### src/rtl/nslb_pkg.sv
package nslb_pkg;

  localparam int MAX_DIM = 1024;
  localparam int DIM_W   = $clog2(MAX_DIM + 1);
  localparam int CNT_W   = $clog2(MAX_DIM);
  localparam int CFG_W   = 11;
  localparam int STEP_W  = 27;
  localparam int FRAC_W  = 16;
  localparam int SPOS_W  = STEP_W - FRAC_W;
  localparam int ADDR_W  = 20;
  localparam int CIDX_W  = 3;
  localparam int CDATA_W = STEP_W;

  typedef enum logic [CIDX_W-1:0] {
    CFG_SRC_WIDTH  = 3'd0,
    CFG_SRC_HEIGHT = 3'd1,
    CFG_SCR_WIDTH  = 3'd2,
    CFG_SCR_HEIGHT = 3'd3,
    CFG_SCR_STRIDE = 3'd4,
    CFG_COL_STEP   = 3'd5,
    CFG_ROW_STEP   = 3'd6
  } cfg_idx_e;

  typedef struct packed {
    logic [CFG_W-1:0]  src_w;
    logic [CFG_W-1:0]  src_h;
    logic [CFG_W-1:0]  scr_w;
    logic [CFG_W-1:0]  scr_h;
    logic [CFG_W-1:0]  stride;
    logic [STEP_W-1:0] col_step;
    logic [STEP_W-1:0] row_step;
  } cfg_t;

  typedef struct packed {
    logic [DIM_W-1:0]  sw;
    logic [DIM_W-1:0]  sh;
    logic [DIM_W-1:0]  dh;
    logic [DIM_W-1:0]  st;
    logic [DIM_W-1:0]  rowlen;
    logic [CNT_W-1:0]  sw_m1;
    logic [CNT_W-1:0]  sh_m1;
    logic [CNT_W-1:0]  dx;
    logic [CNT_W-1:0]  dy;
    logic              down;
    logic [STEP_W-1:0] col_step;
    logic [STEP_W-1:0] row_step;
  } geom_t;

  typedef struct packed {
    logic [CNT_W-1:0]  row;
    logic [CNT_W-1:0]  col;
    logic [STEP_W-1:0] col_acc;
    logic [STEP_W-1:0] row_acc;
    logic              last;
  } pos_t;

  localparam cfg_t CFG_RESET = '{
    src_w:    CFG_W'(320),
    src_h:    CFG_W'(240),
    scr_w:    CFG_W'(320),
    scr_h:    CFG_W'(240),
    stride:   CFG_W'(320),
    col_step: STEP_W'(65536),
    row_step: STEP_W'(65536)
  };

  // A zero dimension counts as one, and a dimension above the maximum counts as the maximum.
  function automatic logic [DIM_W-1:0] dim_of(logic [CFG_W-1:0] v);
    logic [DIM_W-1:0] r;
    if (v == '0) begin
      r = DIM_W'(1);
    end else if (32'(v) > 32'(MAX_DIM)) begin
      r = DIM_W'(MAX_DIM);
    end else begin
      r = DIM_W'(v);
    end
    return r;
  endfunction

  function automatic geom_t derive(cfg_t c);
    geom_t            g;
    logic [DIM_W-1:0] sw;
    logic [DIM_W-1:0] sh;
    logic [DIM_W-1:0] dw;
    logic [DIM_W-1:0] dh;
    logic [DIM_W-1:0] st;
    logic [DIM_W-1:0] gx;
    logic [DIM_W-1:0] gy;
    sw = dim_of(c.src_w);
    sh = dim_of(c.src_h);
    dw = dim_of(c.scr_w);
    dh = dim_of(c.scr_h);
    st = dim_of(c.stride);
    if (st < dw) begin
      st = dw;
    end
    gx         = dw - sw;
    gy         = dh - sh;
    g.sw       = sw;
    g.sh       = sh;
    g.dh       = dh;
    g.st       = st;
    g.down     = (sw > dw) || (sh > dh);
    g.rowlen   = g.down ? dw : st;
    g.sw_m1    = CNT_W'(sw - DIM_W'(1));
    g.sh_m1    = CNT_W'(sh - DIM_W'(1));
    g.dx       = CNT_W'(gx >> 1);
    g.dy       = CNT_W'(gy >> 1);
    g.col_step = c.col_step;
    g.row_step = c.row_step;
    return g;
  endfunction

endpackage

### src/rtl/nslb_cfg.sv
module nslb_cfg (
  input  logic                             clk_i,
  input  logic                             rst_ni,
  input  logic                             cfg_valid_i,
  output logic                             cfg_ready_o,
  input  logic [nslb_pkg::CIDX_W-1:0]      cfg_index_i,
  input  logic [nslb_pkg::CDATA_W-1:0]     cfg_data_i,
  output nslb_pkg::geom_t                  geom_o
);

  nslb_pkg::cfg_t  cfg_q;
  nslb_pkg::geom_t geom_q;

  assign cfg_ready_o = 1'b1;
  assign geom_o      = geom_q;

  always_ff @(posedge clk_i or negedge rst_ni) begin
    if (!rst_ni) begin
      cfg_q  <= nslb_pkg::CFG_RESET;
      geom_q <= nslb_pkg::derive(nslb_pkg::CFG_RESET);
    end else begin
      geom_q <= nslb_pkg::derive(cfg_q);
      if (cfg_valid_i) begin
        unique case (nslb_pkg::cfg_idx_e'(cfg_index_i))
          nslb_pkg::CFG_SRC_WIDTH:  cfg_q.src_w    <= cfg_data_i[nslb_pkg::CFG_W-1:0];
          nslb_pkg::CFG_SRC_HEIGHT: cfg_q.src_h    <= cfg_data_i[nslb_pkg::CFG_W-1:0];
          nslb_pkg::CFG_SCR_WIDTH:  cfg_q.scr_w    <= cfg_data_i[nslb_pkg::CFG_W-1:0];
          nslb_pkg::CFG_SCR_HEIGHT: cfg_q.scr_h    <= cfg_data_i[nslb_pkg::CFG_W-1:0];
          nslb_pkg::CFG_SCR_STRIDE: cfg_q.stride   <= cfg_data_i[nslb_pkg::CFG_W-1:0];
          nslb_pkg::CFG_COL_STEP:   cfg_q.col_step <= cfg_data_i[nslb_pkg::STEP_W-1:0];
          nslb_pkg::CFG_ROW_STEP:   cfg_q.row_step <= cfg_data_i[nslb_pkg::STEP_W-1:0];
          default: begin
          end
        endcase
      end
    end
  end

endmodule

### src/rtl/nslb_walk.sv
module nslb_walk (
  input  logic             clk_i,
  input  logic             rst_ni,
  input  logic             in_valid_i,
  output logic             in_ready_o,
  input  logic             restart_i,
  input  nslb_pkg::geom_t  geom_i,
  input  logic             take_i,
  output logic             pos_valid_o,
  output nslb_pkg::pos_t   pos_o
);

  localparam int CNT_W  = nslb_pkg::CNT_W;
  localparam int DIM_W  = nslb_pkg::DIM_W;
  localparam int STEP_W = nslb_pkg::STEP_W;

  logic              s1_valid_q;
  logic              s1_restart_q;
  logic [CNT_W-1:0]  col_q, col_d;
  logic [CNT_W-1:0]  row_q, row_d;
  logic [STEP_W-1:0] cacc_q, cacc_d;
  logic [STEP_W-1:0] racc_q, racc_d;

  logic              adv;
  logic              col_wrap, row_wrap;
  logic [CNT_W-1:0]  col_e, row_e;
  logic [STEP_W-1:0] cacc_e, racc_e;
  logic [DIM_W-1:0]  col_inc, row_inc;
  logic              last_col, last_row;
  logic [STEP_W:0]   csum, rsum;
  logic [STEP_W-1:0] csat, rsat;

  assign adv        = s1_valid_q && take_i;
  assign in_ready_o = !s1_valid_q || take_i;

  assign col_wrap = s1_restart_q || (DIM_W'(col_q) >= geom_i.rowlen);
  assign row_wrap = s1_restart_q || (DIM_W'(row_q) >= geom_i.dh);
  assign col_e    = col_wrap ? '0 : col_q;
  assign row_e    = row_wrap ? '0 : row_q;
  assign cacc_e   = col_wrap ? '0 : cacc_q;
  assign racc_e   = row_wrap ? '0 : racc_q;

  assign col_inc  = DIM_W'(col_e) + DIM_W'(1);
  assign row_inc  = DIM_W'(row_e) + DIM_W'(1);
  assign last_col = col_inc >= geom_i.rowlen;
  assign last_row = row_inc >= geom_i.dh;

  assign csum = {1'b0, cacc_e} + {1'b0, geom_i.col_step};
  assign rsum = {1'b0, racc_e} + {1'b0, geom_i.row_step};
  assign csat = csum[STEP_W] ? '1 : csum[STEP_W-1:0];
  assign rsat = rsum[STEP_W] ? '1 : rsum[STEP_W-1:0];

  always_comb begin
    col_d  = '0;
    cacc_d = '0;
    row_d  = row_e;
    racc_d = racc_e;
    if (!last_col) begin
      col_d  = CNT_W'(col_inc);
      cacc_d = csat;
    end else if (!last_row) begin
      row_d  = CNT_W'(row_inc);
      racc_d = rsat;
    end else begin
      row_d  = '0;
      racc_d = '0;
    end
    if (!geom_i.down) begin
      cacc_d = '0;
      racc_d = '0;
    end
  end

  assign pos_valid_o   = s1_valid_q;
  assign pos_o.row     = row_e;
  assign pos_o.col     = col_e;
  assign pos_o.col_acc = cacc_e;
  assign pos_o.row_acc = racc_e;
  assign pos_o.last    = last_col && last_row;

  always_ff @(posedge clk_i or negedge rst_ni) begin
    if (!rst_ni) begin
      s1_valid_q <= 1'b0;
      col_q      <= '0;
      row_q      <= '0;
      cacc_q     <= '0;
      racc_q     <= '0;
    end else begin
      if (in_ready_o) begin
        s1_valid_q <= in_valid_i;
      end
      if (adv) begin
        col_q  <= col_d;
        row_q  <= row_d;
        cacc_q <= cacc_d;
        racc_q <= racc_d;
      end
    end
  end

  always_ff @(posedge clk_i) begin
    if (in_ready_o) begin
      s1_restart_q <= restart_i;
    end
  end

endmodule

### src/rtl/nslb_addr.sv
module nslb_addr (
  input  logic                          clk_i,
  input  logic                          rst_ni,
  input  nslb_pkg::geom_t               geom_i,
  input  logic                          pos_valid_i,
  input  nslb_pkg::pos_t                pos_i,
  output logic                          take_o,
  output logic                          out_valid_o,
  input  logic                          out_ready_i,
  output logic [nslb_pkg::ADDR_W-1:0]   dest_address_o,
  output logic [nslb_pkg::ADDR_W-1:0]   source_address_o,
  output logic                          fill_zero_o,
  output logic                          frame_end_o
);

  localparam int CNT_W  = nslb_pkg::CNT_W;
  localparam int DIM_W  = nslb_pkg::DIM_W;
  localparam int ADDR_W = nslb_pkg::ADDR_W;
  localparam int FRAC_W = nslb_pkg::FRAC_W;
  localparam int STEP_W = nslb_pkg::STEP_W;
  localparam int SPOS_W = nslb_pkg::SPOS_W;
  localparam int PROD_W = CNT_W + DIM_W;

  logic                   out_valid_q;
  logic [ADDR_W-1:0]      dest_q, dest_d;
  logic [ADDR_W-1:0]      src_q, src_d;
  logic                   fill_q, fill_d;
  logic                   end_q;

  logic [PROD_W-1:0]      dprod, sprod;
  logic [SPOS_W-1:0]      scol_raw, srow_raw;
  logic [CNT_W-1:0]       scol, srow;
  logic [CNT_W-1:0]       r, c;
  logic                   in_win;
  logic [CNT_W-1:0]       srow_sel, scol_sel;
  logic [ADDR_W-1:0]      src_sum;

  assign take_o = !out_valid_q || out_ready_i;

  assign dprod  = PROD_W'(pos_i.row) * PROD_W'(geom_i.st);
  assign dest_d = ADDR_W'(dprod) + ADDR_W'(pos_i.col);

  assign scol_raw = pos_i.col_acc[STEP_W-1:FRAC_W];
  assign srow_raw = pos_i.row_acc[STEP_W-1:FRAC_W];
  assign scol = (32'(scol_raw) > 32'(geom_i.sw_m1)) ? geom_i.sw_m1 : CNT_W'(scol_raw);
  assign srow = (32'(srow_raw) > 32'(geom_i.sh_m1)) ? geom_i.sh_m1 : CNT_W'(srow_raw);

  assign r      = pos_i.row - geom_i.dy;
  assign c      = pos_i.col - geom_i.dx;
  assign in_win = (pos_i.row >= geom_i.dy) && (32'(r) < 32'(geom_i.sh)) &&
                  (pos_i.col >= geom_i.dx) && (32'(c) < 32'(geom_i.sw));

  assign srow_sel = geom_i.down ? srow : r;
  assign scol_sel = geom_i.down ? scol : c;
  assign sprod    = PROD_W'(srow_sel) * PROD_W'(geom_i.sw);
  assign src_sum  = ADDR_W'(sprod) + ADDR_W'(scol_sel);
  assign fill_d   = !geom_i.down && !in_win;
  assign src_d    = fill_d ? '0 : src_sum;

  always_ff @(posedge clk_i or negedge rst_ni) begin
    if (!rst_ni) begin
      out_valid_q <= 1'b0;
    end else if (take_o) begin
      out_valid_q <= pos_valid_i;
    end
  end

  always_ff @(posedge clk_i) begin
    if (take_o && pos_valid_i) begin
      dest_q <= dest_d;
      src_q  <= src_d;
      fill_q <= fill_d;
      end_q  <= pos_i.last;
    end
  end

  assign out_valid_o      = out_valid_q;
  assign dest_address_o   = dest_q;
  assign source_address_o = src_q;
  assign fill_zero_o      = fill_q;
  assign frame_end_o      = end_q;

endmodule

### src/rtl/nearest_scale_letterbox_blit.sv
// Write command generator for one frame blit from a source frame to a scanout surface.
// Each word taken on the input channel (in_valid_i/in_ready_o, restart_i) yields exactly
// one word on the output channel (out_valid_o/out_ready_i): a destination byte address,
// a source byte address, a zero-fill flag and a frame-end flag. Setting restart_i starts
// a new frame; otherwise the next position of the frame walk is used, wrapping after the
// word flagged frame_end_o. When the source is larger than the screen it is reduced by
// nearest-neighbour stepping; otherwise it is centred and the surrounding bytes are filled.
// The configuration channel (cfg_valid_i/cfg_ready_o, cfg_index_i, cfg_data_i) is always
// ready and should only be written while no word is in flight.
// A taken word passes through an input stage holding the frame position, then one
// multiply-and-add stage into the output register. Throughput is one word per cycle
// while the receiver does not stall; the position counters close their loop
// combinationally.
// When the receiver stalls, the output register holds its word and the input stage keeps
// one more word, so the input channel stops after one further word.
// Reset clears both stages and the frame position and loads the default geometry
// (320x240 source and screen, stride 320, unit steps).
module nearest_scale_letterbox_blit (
  input  logic                          clk_i,
  input  logic                          rst_ni,
  input  logic                          in_valid_i,
  output logic                          in_ready_o,
  input  logic                          restart_i,
  output logic                          out_valid_o,
  input  logic                          out_ready_i,
  output logic [nslb_pkg::ADDR_W-1:0]   dest_address_o,
  output logic [nslb_pkg::ADDR_W-1:0]   source_address_o,
  output logic                          fill_zero_o,
  output logic                          frame_end_o,
  input  logic                          cfg_valid_i,
  output logic                          cfg_ready_o,
  input  logic [nslb_pkg::CIDX_W-1:0]   cfg_index_i,
  input  logic [nslb_pkg::CDATA_W-1:0]  cfg_data_i
);

  nslb_pkg::geom_t geom;
  nslb_pkg::pos_t  pos;
  logic            pos_valid;
  logic            take;

  nslb_cfg u_cfg (
    .clk_i       (clk_i),
    .rst_ni      (rst_ni),
    .cfg_valid_i (cfg_valid_i),
    .cfg_ready_o (cfg_ready_o),
    .cfg_index_i (cfg_index_i),
    .cfg_data_i  (cfg_data_i),
    .geom_o      (geom)
  );

  nslb_walk u_walk (
    .clk_i       (clk_i),
    .rst_ni      (rst_ni),
    .in_valid_i  (in_valid_i),
    .in_ready_o  (in_ready_o),
    .restart_i   (restart_i),
    .geom_i      (geom),
    .take_i      (take),
    .pos_valid_o (pos_valid),
    .pos_o       (pos)
  );

  nslb_addr u_addr (
    .clk_i            (clk_i),
    .rst_ni           (rst_ni),
    .geom_i           (geom),
    .pos_valid_i      (pos_valid),
    .pos_i            (pos),
    .take_o           (take),
    .out_valid_o      (out_valid_o),
    .out_ready_i      (out_ready_i),
    .dest_address_o   (dest_address_o),
    .source_address_o (source_address_o),
    .fill_zero_o      (fill_zero_o),
    .frame_end_o      (frame_end_o)
  );

  // A filled word never carries a source address.
  assert property (@(posedge clk_i) disable iff (!rst_ni)
    out_valid_o && fill_zero_o |-> source_address_o == '0)
    else $error("fill word with nonzero source address");

  // With the output register empty, the input stage always drains, so input is ready.
  assert property (@(posedge clk_i) disable iff (!rst_ni)
    !out_valid_o |-> in_ready_o)
    else $error("input stalled while output register empty");

  // A word accepted into an empty pipeline passes the input stage and reaches the output.
  assert property (@(posedge clk_i) disable iff (!rst_ni)
    in_valid_i && in_ready_o && !out_valid_o && !pos_valid |=> ##1 out_valid_o)
    else $error("accepted word did not reach the output");

endmodule
### config.mk
export PLATFORM = sky130hd
export DESIGN_NAME = nearest_scale_letterbox_blit
export DESIGN_NICKNAME = d
export VERILOG_FILES = /design/src/rtl/nslb_pkg.sv /design/src/rtl/nslb_cfg.sv /design/src/rtl/nslb_walk.sv /design/src/rtl/nslb_addr.sv /design/src/rtl/nearest_scale_letterbox_blit.sv
export SDC_FILE = /design/constraint.sdc
export NUM_CORES = 1
export LEC_CHECK = 0
export ABC_AREA = 1
export BUFFER_PORTS_ARGS = -buffer_cell sky130_fd_sc_hd__buf_2
export CAP_MARGIN = 20
export CORE_MARGIN = 5
export CORE_UTILIZATION = 50
export DETAILED_ROUTE_END_ITERATION = 6
export GPL_ROUTABILITY_DRIVEN = 0
export PLACE_DENSITY = 0.65
export SLEW_MARGIN = 10
export SYNTH_ARGS = -nofsm -noshare
export SYNTH_HDL_FRONTEND = slang
export SYNTH_SLANG_ARGS = --single-unit
### constraint.sdc
create_clock -name clk_i -period 9.7 [get_ports clk_i]
set_input_delay 0.485 -clock clk_i [delete_from_list [all_inputs] [get_ports clk_i]]
set_output_delay 0.485 -clock clk_i [all_outputs]
set_load 0.03 [all_outputs]
# ---- After elaboration in Yosys (flattened, before gate mapping)
# Cells that the tools add are included.
dict set report word_totals {
  elab_cells 126
  output_inout_bits 45
  in_bits 36
  regBits 378
}
dict set report classes {
  magnitude_cmp 18
  n_eq_ne 6
  reduce_logical 28
  muxes 30
  addsub 12
  n_mul 2
}
# operator count
set op_table {}
lappend op_table {{27-bit two-way mux} 9}
lappend op_table {{11-bit two-way mux} 12}
lappend op_table {{10-bit two-way mux} 9}
lappend op_table {{27-bit by 27-bit adder with 28-bit output} 2}
lappend op_table {{11-bit > comparator, second input constant} 5}
lappend op_table {{11-bit logical NOT} 5}
lappend op_table {{20-bit by 10-bit adder with 20-bit output} 2}
lappend op_table {{10-bit by 11-bit multiplier with 20-bit output} 2}
lappend op_table {{10-bit by 1-bit adder with 11-bit output, second input constant} 2}
lappend op_table {{10-bit by 11-bit >= comparator with 1-bit output} 2}
lappend op_table {{11-bit >= comparator} 2}
lappend op_table {{11-bit by 10-bit > comparator with 1-bit output} 2}
lappend op_table {{11-bit > comparator} 2}
lappend op_table {{10-bit by 11-bit < comparator with 1-bit output} 2}
lappend op_table {{11-bit subtractor} 2}
lappend op_table {{10-bit >= comparator} 2}
lappend op_table {{10-bit by 1-bit subtractor with 10-bit output, second input constant} 2}
lappend op_table {{10-bit subtractor} 2}
lappend op_table {{2-bit AND reduction} 7}
lappend op_table {{11-bit < comparator} 1}
lappend op_table {{3-bit equality test, second input constant} 3}
lappend op_table {{3-bit by 2-bit equality test with 1-bit output, second input constant} 2}
lappend op_table {{1-bit logical AND} 6}
lappend op_table {{1-bit logical OR} 5}
lappend op_table {{other kinds (3)} 6}

# ---- Depth between registers and ports, before layout
dict set report depth {
  depth_word 10
  depth_mapped 50
}

# ---- Cells and area by module
# A second synthesis with hierarchy kept.
dict set report hier_totals {
  hier_cells 3823
  area_unflattened_um2 30458.0
}
# mod cells_each seq_area_each_um2 area_per_inst_um2 n_inst
set by_module_without_submodules {}
lappend by_module_without_submodules {nslb_addr 1509 1286.2 11658.7 1}
lappend by_module_without_submodules {nslb_cfg 1018 6538.8 10294.9 1}
lappend by_module_without_submodules {nslb_walk 1296 1906.8 8504.4 1}

# ---- Worst setup path before layout
# No wires, ideal clock.
dict set report synth_path {
  path_type {register to register}
  from {register u_cfg.geom_q, in the netlist u_cfg.geom_o[123]}
  to {register u_addr.src_q[16], in the netlist u_addr.source_address_o[16], data pin}
  period_less_slack_ns 7.906
  setup_ns 0.146
  arrival_time_ns 7.760
  slack_ns 1.794
  path_stages_with_launch 43
  required_ns 9.554
  path_cell_list {dfstp_2 inv_1 ha_1 nand2_1 inv_1 nand2_1 nand2_1 nand2_1 nand2_1 nor2_4 inv_4 clkbuf_1 nor2_2 clkinv_1 ha_1 inv_1 fa_1 a21oi_1 [7 not listed] inv_2 nand2_1 fa_1 fa_1 inv_1 fa_1 fa_1 inv_1 fa_1 inv_1 ha_1 o21ai_0 nand2_1 a31oi_1 o21ai_0 nand3_1 a21o_1 a21oi_1}
}
dict set report synth_between {
  elab_chain_cells 10
  word_cells_on_any_way 17
}
# element line_no
set synth_rtl {}
lappend synth_rtl {{start, declared} nslb_cfg.sv:12} ;# nslb_pkg::geom_t geom_q;
lappend synth_rtl {{start signal, assigned} nslb_cfg.sv:20} ;# geom_q <= nslb_pkg::derive(nslb_pkg::CFG_RESET);
lappend synth_rtl {{start signal, assigned} nslb_cfg.sv:22} ;# geom_q <= nslb_pkg::derive(cfg_q);
lappend synth_rtl {{10-bit by 11-bit >= comparator with 1-bit output *} nslb_walk.sv:37} ;# assign row_wrap = s1_restart_q || (DIM_W'(row_q) >= geom_i.dh);
lappend synth_rtl {{1-bit logical OR *} nslb_walk.sv:37}
lappend synth_rtl {{branches (longest 8 deep; another with 10-bit by 11-bit multiplier with 20-bit output)} -}
lappend synth_rtl {{end signal, assigned} nslb_addr.sv:71} ;# src_q <= src_d;
lappend synth_rtl {{end, declared} nslb_addr.sv:26} ;# logic [ADDR_W-1:0] src_q, src_d;
# Every way passes the cells marked *.
# A chain may end at the register's enable or synchronous reset.

# ---- Worst setup path after layout
dict set report layout_path {
  from {register u_cfg.geom_q, in the netlist u_cfg.geom_o[121]}
  to {register u_addr.src_q[19], in the netlist u_addr.source_address_o[19], data pin}
}
# Same word-level chain as after synthesis.

==> impl_metrics.prom <==
# TYPE chip_impl_metric gauge
chip_impl_metric{name="setup_viol",unit=""} 0
chip_impl_metric{name="drc",unit=""} 0
chip_impl_metric{name="floorplan.initialDensity",unit=""} 0.502
chip_impl_metric{name="grt_util_met3",unit=""} 0.0363
chip_impl_info{name="worst_setup_path_end_kind",value="flip-flop"} 1
chip_impl_metric{name="synth-edff-count",unit=""} 43
chip_impl_info{name="min-delay-path-class",value="in2reg"} 1
chip_impl_metric{name="groute.usage.overall",unit=""} 0.234
chip_impl_metric{name="ir_drop",unit="mV"} 0.314
chip_impl_metric{name="synth_simple_gate_area_share",unit=""} 0.176
chip_impl_info{name="holdPathEnd",value="u_walk.s1_restart_q"} 1
chip_impl_metric{name="power_per_cell_area",unit="nW/um^2"} 286
chip_impl_metric{name="biggest_cell_delay_along_the_critical_path",unit="ns"} 0.55
chip_impl_metric{name="synth-compound-area-share",unit=""} 0.113
chip_impl_metric{name="pwr-share-clk",unit=""} 0.192
chip_impl_metric{name="antenna_violations_before_repair",unit=""} 4
chip_impl_metric{name="cts_buffer_count",unit=""} 45
chip_impl_info{name="synthTopCellsByArea",value="sky130_fd_sc_hd__dfrtp_1 25%, sky130_fd_sc_hd__ha_1 13%, sky130_fd_sc_hd__fa_1 11%, sky130_fd_sc_hd__nand2_1 8.5%, sky130_fd_sc_hd__inv_1 8.1%"} 1
chip_impl_metric{name="holdBufCountCts",unit=""} 1
chip_impl_metric{name="clkTransAtPathRegs",unit="ns"} 0.07
chip_impl_info{name="yosysMostFrequentCell",value="sky130_fd_sc_hd__nand2_1"} 1
chip_impl_metric{name="final_antenna_net_count",unit=""} 0
chip_impl_info{name="critical_path.most_common_cell",value="sky130_fd_sc_hd__inv_1"} 1
chip_impl_info{name="critical-path-slowest-cell",value="sky130_fd_sc_hd__fa_1"} 1
chip_impl_metric{name="finalClockSkew",unit="ns"} 0.0404
chip_impl_metric{name="numPortBuffers",unit=""} 79
chip_impl_metric{name="fp-row-count",unit=""} 88
chip_impl_metric{name="routedWlPerCell",unit="microns"} 16.6
chip_impl_metric{name="pwr-share-seq",unit=""} 0.266
chip_impl_info{name="cts_tree",value="built"} 1
chip_impl_metric{name="crit_path_max_fanout",unit=""} 35
chip_impl_metric{name="hpwl",unit="mm"} 55.8
chip_impl_info{name="combinational_family_with_the_most_area_after_synthesis",value="adder cells"} 1
chip_impl_metric{name="cp_data_required_time",unit="ns"} 10.03
chip_impl_metric{name="pwr-share-comb",unit=""} 0.542
chip_impl_metric{name="synth-warning-count",unit=""} 0
chip_impl_metric{name="design.final.nets",unit=""} 4055
chip_impl_metric{name="global_route_wire_length_before_repair",unit="mm"} 119
chip_impl_metric{name="ctsLongestPathBuffers",unit=""} 3
chip_impl_metric{name="first_iter_violations",unit=""} 1634
chip_impl_metric{name="cts_setup_buffers",unit=""} 0
chip_impl_info{name="reg2reg_from",value="u_cfg.geom_o[121]"} 1
chip_impl_metric{name="synth.yosys.seq_area_share",unit=""} 0.338
chip_impl_info{name="cts-root-buf",value="sky130_fd_sc_hd__clkbuf_16"} 1
chip_impl_metric{name="grt_util_met1",unit=""} 0.336
chip_impl_metric{name="post_synthesis_cell_area",unit="sq um"} 28800
chip_impl_metric{name="report.final.hold_viol_count",unit=""} 0
chip_impl_metric{name="boundaryPins",unit=""} 81
chip_impl_metric{name="drt_first_pass_iters",unit=""} 6
chip_impl_metric{name="p_sw",unit="mW"} 4.17
chip_impl_metric{name="dieWidth",unit="microns"} 250
chip_impl_metric{name="smallest_setup_slack_after_layout",unit="ns"} 1.01
chip_impl_metric{name="vias_per_cell",unit=""} 5.18
chip_impl_info{name="rsz0062_at_grt",value="false"} 1
chip_impl_metric{name="tns",unit="ns"} 0
chip_impl_metric{name="worstHoldPathCells",unit=""} 1
chip_impl_metric{name="finalCritPeriodShare",unit=""} 0.896
chip_impl_metric{name="finalWirelength",unit="mm"} 72.4
chip_impl_metric{name="overflow",unit=""} 0
chip_impl_metric{name="synth-xor-area-share",unit=""} 0.0344
chip_impl_metric{name="muxShareOfSynthArea",unit=""} 0.000348
chip_impl_metric{name="worst_pin_slew",unit="ns"} 0.987
chip_impl_metric{name="synth_adder_area_share",unit=""} 0.244
chip_impl_metric{name="max_freq",unit="MHz"} 115
chip_impl_metric{name="core_area",unit="sq um"} 57400
chip_impl_metric{name="maximum_number_of_pins_on_one_net_before_global_route_repair",unit=""} 161
chip_impl_metric{name="switching_portion_of_total_power",unit=""} 0.463
chip_impl_info{name="worst_hold_startpoint",value="restart_i"} 1
chip_impl_metric{name="cts_resized",unit=""} 0
chip_impl_metric{name="worst_slew_margin_rel",unit=""} 0.342
chip_impl_metric{name="synthesis.area_per_instance",unit="sq um"} 8.27
chip_impl_metric{name="power.internal",unit="mW"} 4.85
chip_impl_info{name="busiest_layer",value="met2"} 1
chip_impl_metric{name="synthDistinctLibCells",unit=""} 58
chip_impl_metric{name="gate_count_after_technology_mapping",unit=""} 3480
chip_impl_info{name="criticalPathCategory",value="reg2reg"} 1
chip_impl_metric{name="cts.sink_count",unit=""} 378
chip_impl_metric{name="max-cap-violations",unit=""} 0
chip_impl_metric{name="h-tree-depth",unit=""} 2
chip_impl_metric{name="via_count_of_the_first_global_routing_pass",unit=""} 22364
chip_impl_metric{name="route.vias.total",unit=""} 22588
chip_impl_metric{name="final_layout_size_suffix_gt1_frac",unit=""} 0.0855
chip_impl_metric{name="area_growth_syn_to_layout",unit="%"} 9.56
chip_impl_metric{name="synthesis.nets",unit=""} 3980
chip_impl_metric{name="power_leakage",unit="nW"} 16.3
chip_impl_metric{name="dp_slack",unit="ns"} 1.04
chip_impl_metric{name="worst_skew_late_latency",unit="ns"} 0.61
chip_impl_metric{name="drv_slew",unit=""} 0
chip_impl_metric{name="ys_ff_latch",unit=""} 378
chip_impl_metric{name="die-area",unit="sq um"} 62500
chip_impl_info{name="dominant_cell_type_by_area_after_synthesis",value="sky130_fd_sc_hd__dfrtp_1"} 1
chip_impl_metric{name="synth_top_area_share",unit=""} 0.251
chip_impl_info{name="timing.rr.end",value="u_addr.source_address_o[19]"} 1
chip_impl_metric{name="worstPathArrival",unit="ns"} 9.01
chip_impl_info{name="ys.flop_type",value="sky130_fd_sc_hd__dfrtp_1"} 1
chip_impl_info{name="netlist_top_cells_count",value="651 x sky130_fd_sc_hd__nand2_1, 623 x sky130_fd_sc_hd__inv_1, 368 x sky130_fd_sc_hd__nor2_1"} 1
chip_impl_metric{name="die_height",unit="microns"} 250
chip_impl_metric{name="grtUsageMet2",unit=""} 0.378
chip_impl_metric{name="final_critical_period",unit="ns"} 8.69
chip_impl_info{name="status",value="complete, no violations"} 1
chip_impl_metric{name="worst-r2r-setup-slack",unit="ns"} 1.01
chip_impl_metric{name="length_in_cells_of_the_worst_reg_to_reg_path",unit=""} 42
chip_impl_info{name="critical_path.startpoint_type",value="flip-flop"} 1
chip_impl_metric{name="asyncSetResetFlopFracSynth",unit=""} 0.886
-- critical path: cells and delay by family (launching register included) --
family	cells	cell delay, ns
xor+xnor	1	0.23
simple gates	15	1.85
compound gates	7	1.10
fa+ha+maj	9	3.71
flops	1	0.52
buf+inv	10	1.03
-- cell usage in the layout (no fill, tap or decap), types with 9 or more instances in the layout --
| master | n |
|---|---|
| sky130_fd_sc_hd__a21o_1 | 15 |
| sky130_fd_sc_hd__a21oi_1 | 203 |
| sky130_fd_sc_hd__a31oi_1 | 9 |
| sky130_fd_sc_hd__buf_2 | 78 |
| sky130_fd_sc_hd__buf_4 | 13 |
| sky130_fd_sc_hd__clkbuf_16 | 46 |
| sky130_fd_sc_hd__dfrtp_1 | 289 |
| sky130_fd_sc_hd__dfstp_2 | 46 |
| sky130_fd_sc_hd__edfxtp_1 | 43 |
| sky130_fd_sc_hd__fa_1 | 164 |
| sky130_fd_sc_hd__ha_1 | 300 |
| sky130_fd_sc_hd__inv_1 | 622 |
| sky130_fd_sc_hd__inv_2 | 14 |
| sky130_fd_sc_hd__nand2_1 | 651 |
| sky130_fd_sc_hd__nand2_2 | 9 |
| sky130_fd_sc_hd__nand3_1 | 85 |
| sky130_fd_sc_hd__nand4_1 | 30 |
| sky130_fd_sc_hd__nor2_1 | 368 |
| sky130_fd_sc_hd__nor3_1 | 20 |
| sky130_fd_sc_hd__nor4_1 | 10 |
| sky130_fd_sc_hd__o21ai_0 | 248 |
| sky130_fd_sc_hd__o21ai_2 | 12 |
| sky130_fd_sc_hd__o21bai_1 | 10 |
| sky130_fd_sc_hd__o22ai_1 | 34 |
| sky130_fd_sc_hd__o31ai_1 | 9 |
| sky130_fd_sc_hd__or2_2 | 30 |
| sky130_fd_sc_hd__xnor2_1 | 31 |
| sky130_fd_sc_hd__xor2_1 | 82 |
-- per-stage QoR --
step	cell area, sq um	utilization	hold slack [ns]	total power, mW	instances
after global placement	30000	0.523	0.355	7.19	4272
after CTS	31500	0.550	0.0410	9.05	4356
after floorplan	28800	-	0.189	6.03	3480
final	31500	0.550	0.0813	9.02	4358
after global routing	31500	0.550	0.0645	9.90	4356
after detailed placement	30000	0.523	0.360	7.27	4272
-- cell type report --
class                      instances  area, sq um
sequential                       378         9730
fill                            5336        25800
timing repair buffer              94          533
tap                              765          957
inverter                         641         2410
multi-input combinational       2395        16400
clock buffer                      61         1290
antenna                            2         5.00
clock inverter                    22          249
-- power by group through the flow --
stage / logic, mW / clock network [mW] / registers (mW)
after detailed placement: 4.86 / 0 / 2.41
after global placement: 4.78 / 0 / 2.41
after global routing: 5.63 / 1.83 / 2.44
final: 4.89 / 1.73 / 2.40
after floorplan: 3.61 / 0 / 2.42
after CTS: 4.89 / 1.77 / 2.39
-- flip-flops by register name, indices dropped and copies added (netlist names), 10 cells and up --
register and flops:
u_walk.cacc_q 27, u_cfg.cfg_q 109, u_walk.col_q 10, u_addr.source_address_o 20
u_cfg.geom_o 150, u_walk.racc_q 27, u_walk.row_q 10, u_addr.dest_address_o 20
-- routing by layer --
| layer | up-vias | wire [microns] |
|---|---|---|
| met2 | 569 | 33000 |
| met1 | 10674 | 33600 |
| li1 | 11232 | - |
| met4 | 0 | 1600 |
| met5 | - | 0 |
| met3 | 113 | 4290 |
-- worst max path at each step --
stage | slack (ns) | to | startpoint
floorplan | 1.79 | u_addr.source_address_o[16] | u_cfg.geom_o[123]
global placement | 1.19 | u_addr.source_address_o[19] | u_cfg.geom_o[123]
detailed placement | 1.04 | u_addr.source_address_o[19] | u_cfg.geom_o[123]
CTS | 1.01 | u_addr.source_address_o[19] | u_cfg.geom_o[123]
global route | 0.31 | u_addr.source_address_o[19] | u_cfg.geom_o[121]
finish | 1.01 | u_addr.source_address_o[19] | u_cfg.geom_o[121]
-- logic make-up after synthesis --
group,count (synthesis)
other,1
AND/OR/NAND/NOR,1231
AO/OA/AOI/OAI,585
buffers and inverters,707
multiplexers,1
adder cells (fa/ha/maj),464
XOR/XNOR,113
flip-flops,378
Power figures use the tool's default switching activity.
